`config.mk`:
```
export PLATFORM = sky130hd
export DESIGN_NAME = ncocic_cic
export DESIGN_NICKNAME = d
export VERILOG_FILES = /design/src/rtl/ncocic_pkg.sv /design/src/rtl/ncocic_cic.sv
export SDC_FILE = /design/constraint.sdc
export NUM_CORES = 1
export LEC_CHECK = 0
export ABC_AREA = 1
export BUFFER_PORTS_ARGS = -buffer_cell sky130_fd_sc_hd__buf_4
export CORE_MARGIN = 10
export CORE_UTILIZATION = 55
export CTS_CLUSTER_SIZE = 30
export DETAILED_ROUTE_END_ITERATION = 10
export PLACE_DENSITY = 0.72
export SETUP_SLACK_MARGIN = 0.5
export SKIP_LAST_GASP = 1
export SYNTH_ARGS = -nofsm -noshare
export SYNTH_HDL_FRONTEND = slang
export SYNTH_SLANG_ARGS = --single-unit
```
`constraint.sdc`:
```
create_clock -name clk -period 5.6 [get_ports clk]
set_clock_uncertainty 0.1 [all_clocks]
set_input_delay 0.56 -clock clk [delete_from_list [all_inputs] [get_ports clk]]
set_output_delay 0.56 -clock clk [all_outputs]
set_load 0.01 [all_outputs]
```
`src/rtl/ncocic_pkg.sv`:
```
// Types, constants and helpers shared by the down-converter modules.
`default_nettype none

package ncocic_pkg;

	localparam int SAMPLE_W   = 16;
	localparam int PROD_W     = 32;
	localparam int ACC_W      = 32;
	localparam int SLOT_W     = 9;
	localparam int POS_W      = 10;
	localparam int GAIN_W     = 3;
	localparam int WPO_W      = 9;
	localparam int SHIFT_W    = 5;
	localparam int CFG_IDX_W  = 2;
	localparam int CFG_DATA_W = 16;

	// register indexes of the configuration port
	typedef enum logic [CFG_IDX_W-1:0] {
		REG_OFFSET_FIRST     = 2'd0,
		REG_OFFSET_SECOND    = 2'd1,
		REG_GAIN_BITS        = 2'd2,
		REG_WORDS_PER_OUTPUT = 2'd3
	} reg_idx_t;

	// input beat operations
	typedef enum logic {
		OP_LOAD    = 1'b0,
		OP_PROCESS = 1'b1
	} op_t;

	// per-stage control: a word is present, and it closes a decimation block
	typedef struct packed {
		logic vld;
		logic dump;
	} beat_ctl_t;

	// clamp a signed value to the 16-bit range
	function automatic logic signed [SAMPLE_W-1:0] sat16(input logic signed [31:0] v);
		logic signed [SAMPLE_W-1:0] r;
		if (v > 32'sd32767) begin
			r = 16'sh7fff;
		end else if (v < -32'sd32768) begin
			r = 16'sh8000;
		end else begin
			r = v[SAMPLE_W-1:0];
		end
		return r;
	endfunction

endpackage

`default_nettype wire

```
`src/rtl/ncocic_cic.sv`:
```
// Third-order CIC: skewed integrator chain and comb chain, one adder per stage, two in the first integrator.
`default_nettype none

module ncocic_cic (
	input  wire logic                                  clk,
	input  wire logic                                  arst_n,
	input  wire logic                                  adv,
	input  wire ncocic_pkg::beat_ctl_t                 ctl_s2,
	input  wire logic signed [ncocic_pkg::PROD_W-1:0]  p1_s2,
	input  wire logic signed [ncocic_pkg::PROD_W-1:0]  p2_s2,
	output logic                                       cv_s8,
	output logic             [ncocic_pkg::ACC_W-1:0]   e2_s8
);

	localparam int AW = ncocic_pkg::ACC_W;

	logic [AW-1:0]          integ_one_q;
	logic [AW-1:0]          integ_two_q;
	logic [AW-1:0]          integ_three_q;
	logic [AW-1:0]          comb_one_q;
	logic [AW-1:0]          comb_two_q;
	logic [AW-1:0]          comb_three_q;
	logic [AW-1:0]          e0_s6;
	logic [AW-1:0]          e1_s7;
	ncocic_pkg::beat_ctl_t  ctl_s3;
	ncocic_pkg::beat_ctl_t  ctl_s4;
	logic                   cv_s5;
	logic                   cv_s6;
	logic                   cv_s7;

	// integrators and comb delays: each stage consumes its word in order
	always_ff @(posedge clk or negedge arst_n) begin
		if (!arst_n) begin
			integ_one_q   <= '0;
			integ_two_q   <= '0;
			integ_three_q <= '0;
			comb_one_q    <= '0;
			comb_two_q    <= '0;
			comb_three_q  <= '0;
			ctl_s3        <= '0;
			ctl_s4        <= '0;
			cv_s5         <= 1'b0;
			cv_s6         <= 1'b0;
			cv_s7         <= 1'b0;
			cv_s8         <= 1'b0;
		end else if (adv) begin
			ctl_s3 <= ctl_s2;
			ctl_s4 <= ctl_s3;
			cv_s5  <= ctl_s4.vld && ctl_s4.dump;
			cv_s6  <= cv_s5;
			cv_s7  <= cv_s6;
			cv_s8  <= cv_s7;
			if (ctl_s2.vld) begin
				integ_one_q <= integ_one_q + $unsigned(p1_s2) + $unsigned(p2_s2);
			end
			if (ctl_s3.vld) begin
				integ_two_q <= integ_two_q + integ_one_q;
			end
			if (ctl_s4.vld) begin
				integ_three_q <= integ_three_q + integ_two_q;
			end
			if (cv_s5) begin
				comb_one_q <= integ_three_q;
			end
			if (cv_s6) begin
				comb_two_q <= e0_s6;
			end
			if (cv_s7) begin
				comb_three_q <= e1_s7;
			end
		end
	end

	// comb differences
	always_ff @(posedge clk) begin
		if (adv) begin
			if (cv_s5) begin
				e0_s6 <= comb_one_q - integ_three_q;
			end
			if (cv_s6) begin
				e1_s7 <= comb_two_q - e0_s6;
			end
			if (cv_s7) begin
				e2_s8 <= comb_three_q - e1_s7;
			end
		end
	end

endmodule

`default_nettype wire

```
**Word level (Yosys, flattened, before mapping)**

Cells that the tools add are included.

- Register bits after elaboration: 296
- Bits of input ports: 69
- Output and inout port bits: 33
- Word-level logic and storage cells: 31

- $add $sub $neg: 7
- Reductions and logical operators: 7

Operators with widths:

| operator | number |
|---|---|
| $add A32 B32 Y32 | 4 |
| $sub A32 B32 Y32 | 3 |
| $reduce_and A2 Y1 | 6 |
| $logic_and A1 B1 Y1 | 1 |

**Longest topological paths before layout**

- Depth after elaboration: 2
- Gate-level depth with buffers: 14
- Depth with buffers taken out: 14

**Least setup slack after synthesis**

No wires, ideal clock.

- Kind: input to register
- Start: input p1_s2[1] (netlist name)
- End: register integ_one_q[29]
- Setup time: 117 ps
- Data arrival time: 2415 ps
- Required time: 5383 ps
- Slack: 2968 ps
- Cell stages on the path: 11
- Cells stage by stage: fa_1 -> ha_1 -> fa_1 -> nand3_1 -> nand3_1 -> nand3_1 -> nand3_1 -> nand2_1 -> nand3_1 -> nand3_1 -> nand2_1

- Longest elaborated chain between the ends: 2

RTL lines:

| element | RTL line | RTL |
|---|---|---|
| from (decl) | ncocic_cic.sv:9 | `input wire logic signed [ncocic_pkg::PROD_W-1:0] p1_s2,` |
| $add A32 B32 Y32 (2 in series) | ncocic_cic.sv:54 | `integ_one_q <= integ_one_q + $unsigned(p1_s2) + $unsigned(p2_s2);` |
| to (signal assigned) | ncocic_cic.sv:54 |  |
| to (decl) | ncocic_cic.sv:17 | `logic [AW-1:0] integ_one_q;` |

No other way between the ends.
A chain may end at the register's enable or synchronous reset.

**Final worst setup path**

- Start: register integ_one_q[1]
- End: register integ_one_q[29]

- Longest elaborated chain between the ends: 2

RTL lines:

| element | RTL line |
|---|---|
| $add A32 B32 Y32 (2 in series) | ncocic_cic.sv:54 |

No other way between the ends.

==> impl_metrics.toml <==
[setup_path]
critical_path.top_delay_family = "adder cells"
cp_cell_sequence = "fa_1 > ha_1 > fa_1 > nand3_1 > nand3_1 > nand3_1 > nand3_1 > nand2_1 > nand3_1 > nand3_1 > nand2_1"
r2r-start = "integ_one_q[1]$_DFFE_PN0P_"
cp-endpoint = "integ_one_q[29]$_DFFE_PN0P_"
rr_worst_depth = 11
cp_data_arrival_time_ns = 3.20
crit_required_ns = 5.94
r2r-end = "integ_one_q[29]$_DFFE_PN0P_"
crit_type = "register to register"
cp_max_fo = 5
reg2reg_slack_ns = 2.74
cp_common_cell = "nand3_1"
start_kind = "register"
crit_cells = 11
crit_buf_inv = 0
startpoint = "integ_one_q[1]$_DFFE_PN0P_"
slowest_delay_ns = 0.51
endpoint_kind = "register"
cpMaxStageDelayCell = "fa_1"

[global_route]
grt.total_usage_pct = 25.3
antenna_found_initial = 0
grt_max_degree = 113
grt_pass1_vias = 21000
grt-ovfl-total = 0
grt_pass1_wl_mm = 105

[logic_synthesis]
synth_top_family_by_area = "simple AND/OR/NAND/NOR gates"
yosys.area_share.simple_pct = 30.6
seq_area_frac_synth_pct = 33.6
synth_most_common_cell = "nand2_1"
yosysWarningCount = 0
synth_area_leaders = "dfrtp_1 (21%), nand2_1 (19%), edfxtp_1 (12%)"
synthAdderAreaFrac_pct = 13.0
synth_cells = 3392
yosys.area_share.xor_xnor_pct = 3.84
synth-edff-count = 96
synth_top_area_cell = "dfrtp_1"
synth.distinct_cells = 36
netlist.area_leader.share_pct = 21.3
ys_ff_latch = 296
synthTopCellsByCount = "nand2_1 (1200), inv_1 (533), nor2_1 (249), nand3_1 (203), dfrtp_1 (200)"
synth_compound_area_share_pct = 9.71
syn_avg_cell_area_um2 = 6.93
syn-cell-area_mm2 = 0.0235
synth.mux.area_fraction_pct = 0.0479
synthFlopType = "dfrtp_1"
synth_nets = 3683
synthArstFlopShare_pct = 67.6

[sta]
setup_violations = 0
relSlewSlack_pct = 18.5
finalHoldViolCount = 0
fin_crit_ns = 2.86
post-route-period-util_pct = 51.1
drv_slew = 0
fmax_ghz = 0.349
rsz0062_at_grt = "false"
tightest_slew_ns = 1.22
setup_tns_ns = 0

[die]
num_rows = 75
die_x_um = 227
fp.dieArea_mm2 = 0.0514
ios = 102
die_y_um = 227
core_area_mm2 = 0.0421
start_util_pct = 55.8

[cts]
tritoncts = "built"
cts_resized = 0
clk_pin_slew_ns = 0.07
hold_buffers = 0
cts_sinks = 296
cts_setup_buffers = 0
clockBufferDepth = 3
clk_latency_ns = 0.56
root_buffer = "clkbuf_16"
htree_levels = 2
cts_inserted_buffers = 36

[power_and_ir_drop]
cellInternalPower_mw = 8.61
p_switching_mw = 8.82
clkPwrFrac_pct = 14.5
vdd_drop_max_v = 0.000291
p_per_area_mw_per_mm2 = 667
switching_share_pct = 50.6
p_leak_nw = 14.2
combPwrFrac_pct = 62.8
p_total_mw = 17.4
pwr-share-seq_pct = 22.7

[final_layout]
layout-drive-gt1-share_pct = 6.35
syn2layout_area_growth_pct = 11.2
layout.nets = 3791
n_antenna_cell = 0
fin_area_mm2 = 0.0261

[placement]
hpwl_mm = 52.5
port_buffers = 101
globalplace.congestion = 0.974
dpl_cell_area_mm2 = 0.0248

[routing]
drt_iter0_drc = 1533
drc = 0
avgRoutedWirePerCell_um = 15.9
routed_wl_mm = 64.6
vias = 21700
firstDrtPassIters = 8
via_per_inst = 5.33
ant_nets = 0

[min_path]
hold_class = "primary input to async pin"

[status]
outcome = "finished, final reports clean"

[run]
drv_cap = 0
==> through the flow <==
step	cells	hold slack [ns]	util, %	setup slack (ns)
after floorplan	3392	0.164	-	2.97
after global placement	4001	0.362	59.0	2.60
after detailed placement	4001	0.378	59.0	2.58
after CTS	4067	0.0960	62.0	2.77
after global routing	4067	0.120	62.0	2.58
final	4067	0.0443	62.0	2.74
==> layer usage <==
metal | track usage (%) | vias to the layer above | routed length, µm | share of wire, %
met2 | 44.1 | 532 | 31500 | 49
met5 | 0 | - | 0 | 0
met4 | 9.93 | 0 | 2470 | 3.8
met1 | 31.2 | 10000 | 27700 | 43
met3 | 3.17 | 126 | 2960 | 4.6
li1 | - | 11000 | - | -
==> how the worst min path moves through the flow <==
stage	start	endpoint	depth (start not counted)	slack, ns
finish	arst_n	cv_s8$_DFFE_PN0P_	1	0.04
global route	ctl_s2[0]	ctl_s3[0]$_DFFE_PN0P_	2	0.12
CTS	arst_n	comb_three_q[17]$_DFFE_PN0P_	1	0.1
detailed placement	comb_one_q[22]$_DFFE_PN0P_	comb_one_q[22]$_DFFE_PN0P_	2	0.38
global placement	ctl_s3[0]$_DFFE_PN0P_	ctl_s4[0]$_DFFE_PN0P_	2	0.36
floorplan	arst_n	comb_one_q[0]$_DFFE_PN0P_	0	0.16
==> kinds of logic after synthesis <==
logic type                 Yosys count
buffers and inverters              574
AOI/OAI and AO/OA                  431
xor gates and xnor gates           103
and+or+nand+nor                   1765
adders and majority gates          222
muxes                                1
DFF                                296
==> cells in the final DEF (no fill, tap or decap), types with 5 or more instances in the layout <==
cell and instances:
a21oi_1 178, inv_1 533, nor2_2 9, o21bai_1 12
o21ai_0 194, nand4_1 23, a21o_1 14, nand2_2 30
nor4_1 7, o21ai_1 16, dfrtp_1 200, nor3_1 19
nand2_1 1199, ha_1 185, clkbuf_16 39, bufinv_16 5
nor2_1 249, xor2_1 58, xnor2_1 45, nand3b_1 13
nand3_1 203, nand3_2 8, buf_4 107, fa_1 37
edfxtp_1 96
==> layout make-up <==
type | instances | area (µm²)
fill | 3953 | 16000
clock inverter | 21 | 265
sequential | 296 | 7890
inverter | 535 | 2010
multi-input combinational | 2522 | 13400
timing repair buffer | 109 | 837
clock buffer | 45 | 1020
tap | 539 | 674
==> power by group through the flow <==
stage          Combinational (mW)  Sequential (mW)  Clock [mW]
2_1_floorplan                8.13             3.68           0
3_3_place_gp                 10.6             3.97           0
3_5_place_dp                 10.8             3.99           0
4_1_cts                      10.9             3.97        2.57
5_1_grt                      12.4             4.03        2.65
6_report                     10.9             3.96        2.52
==> worst reg2reg max path, delay by kind of cell, from the launching register on <==
| kind | cells | cell delay, ns |
|---|---|---|
| adders and majority gates | 3 | 1.27 |
| DFF | 1 | 0.50 |
| and+or+nand+nor | 8 | 0.88 |
No activity file was read; power rests on OpenSTA's default activity.
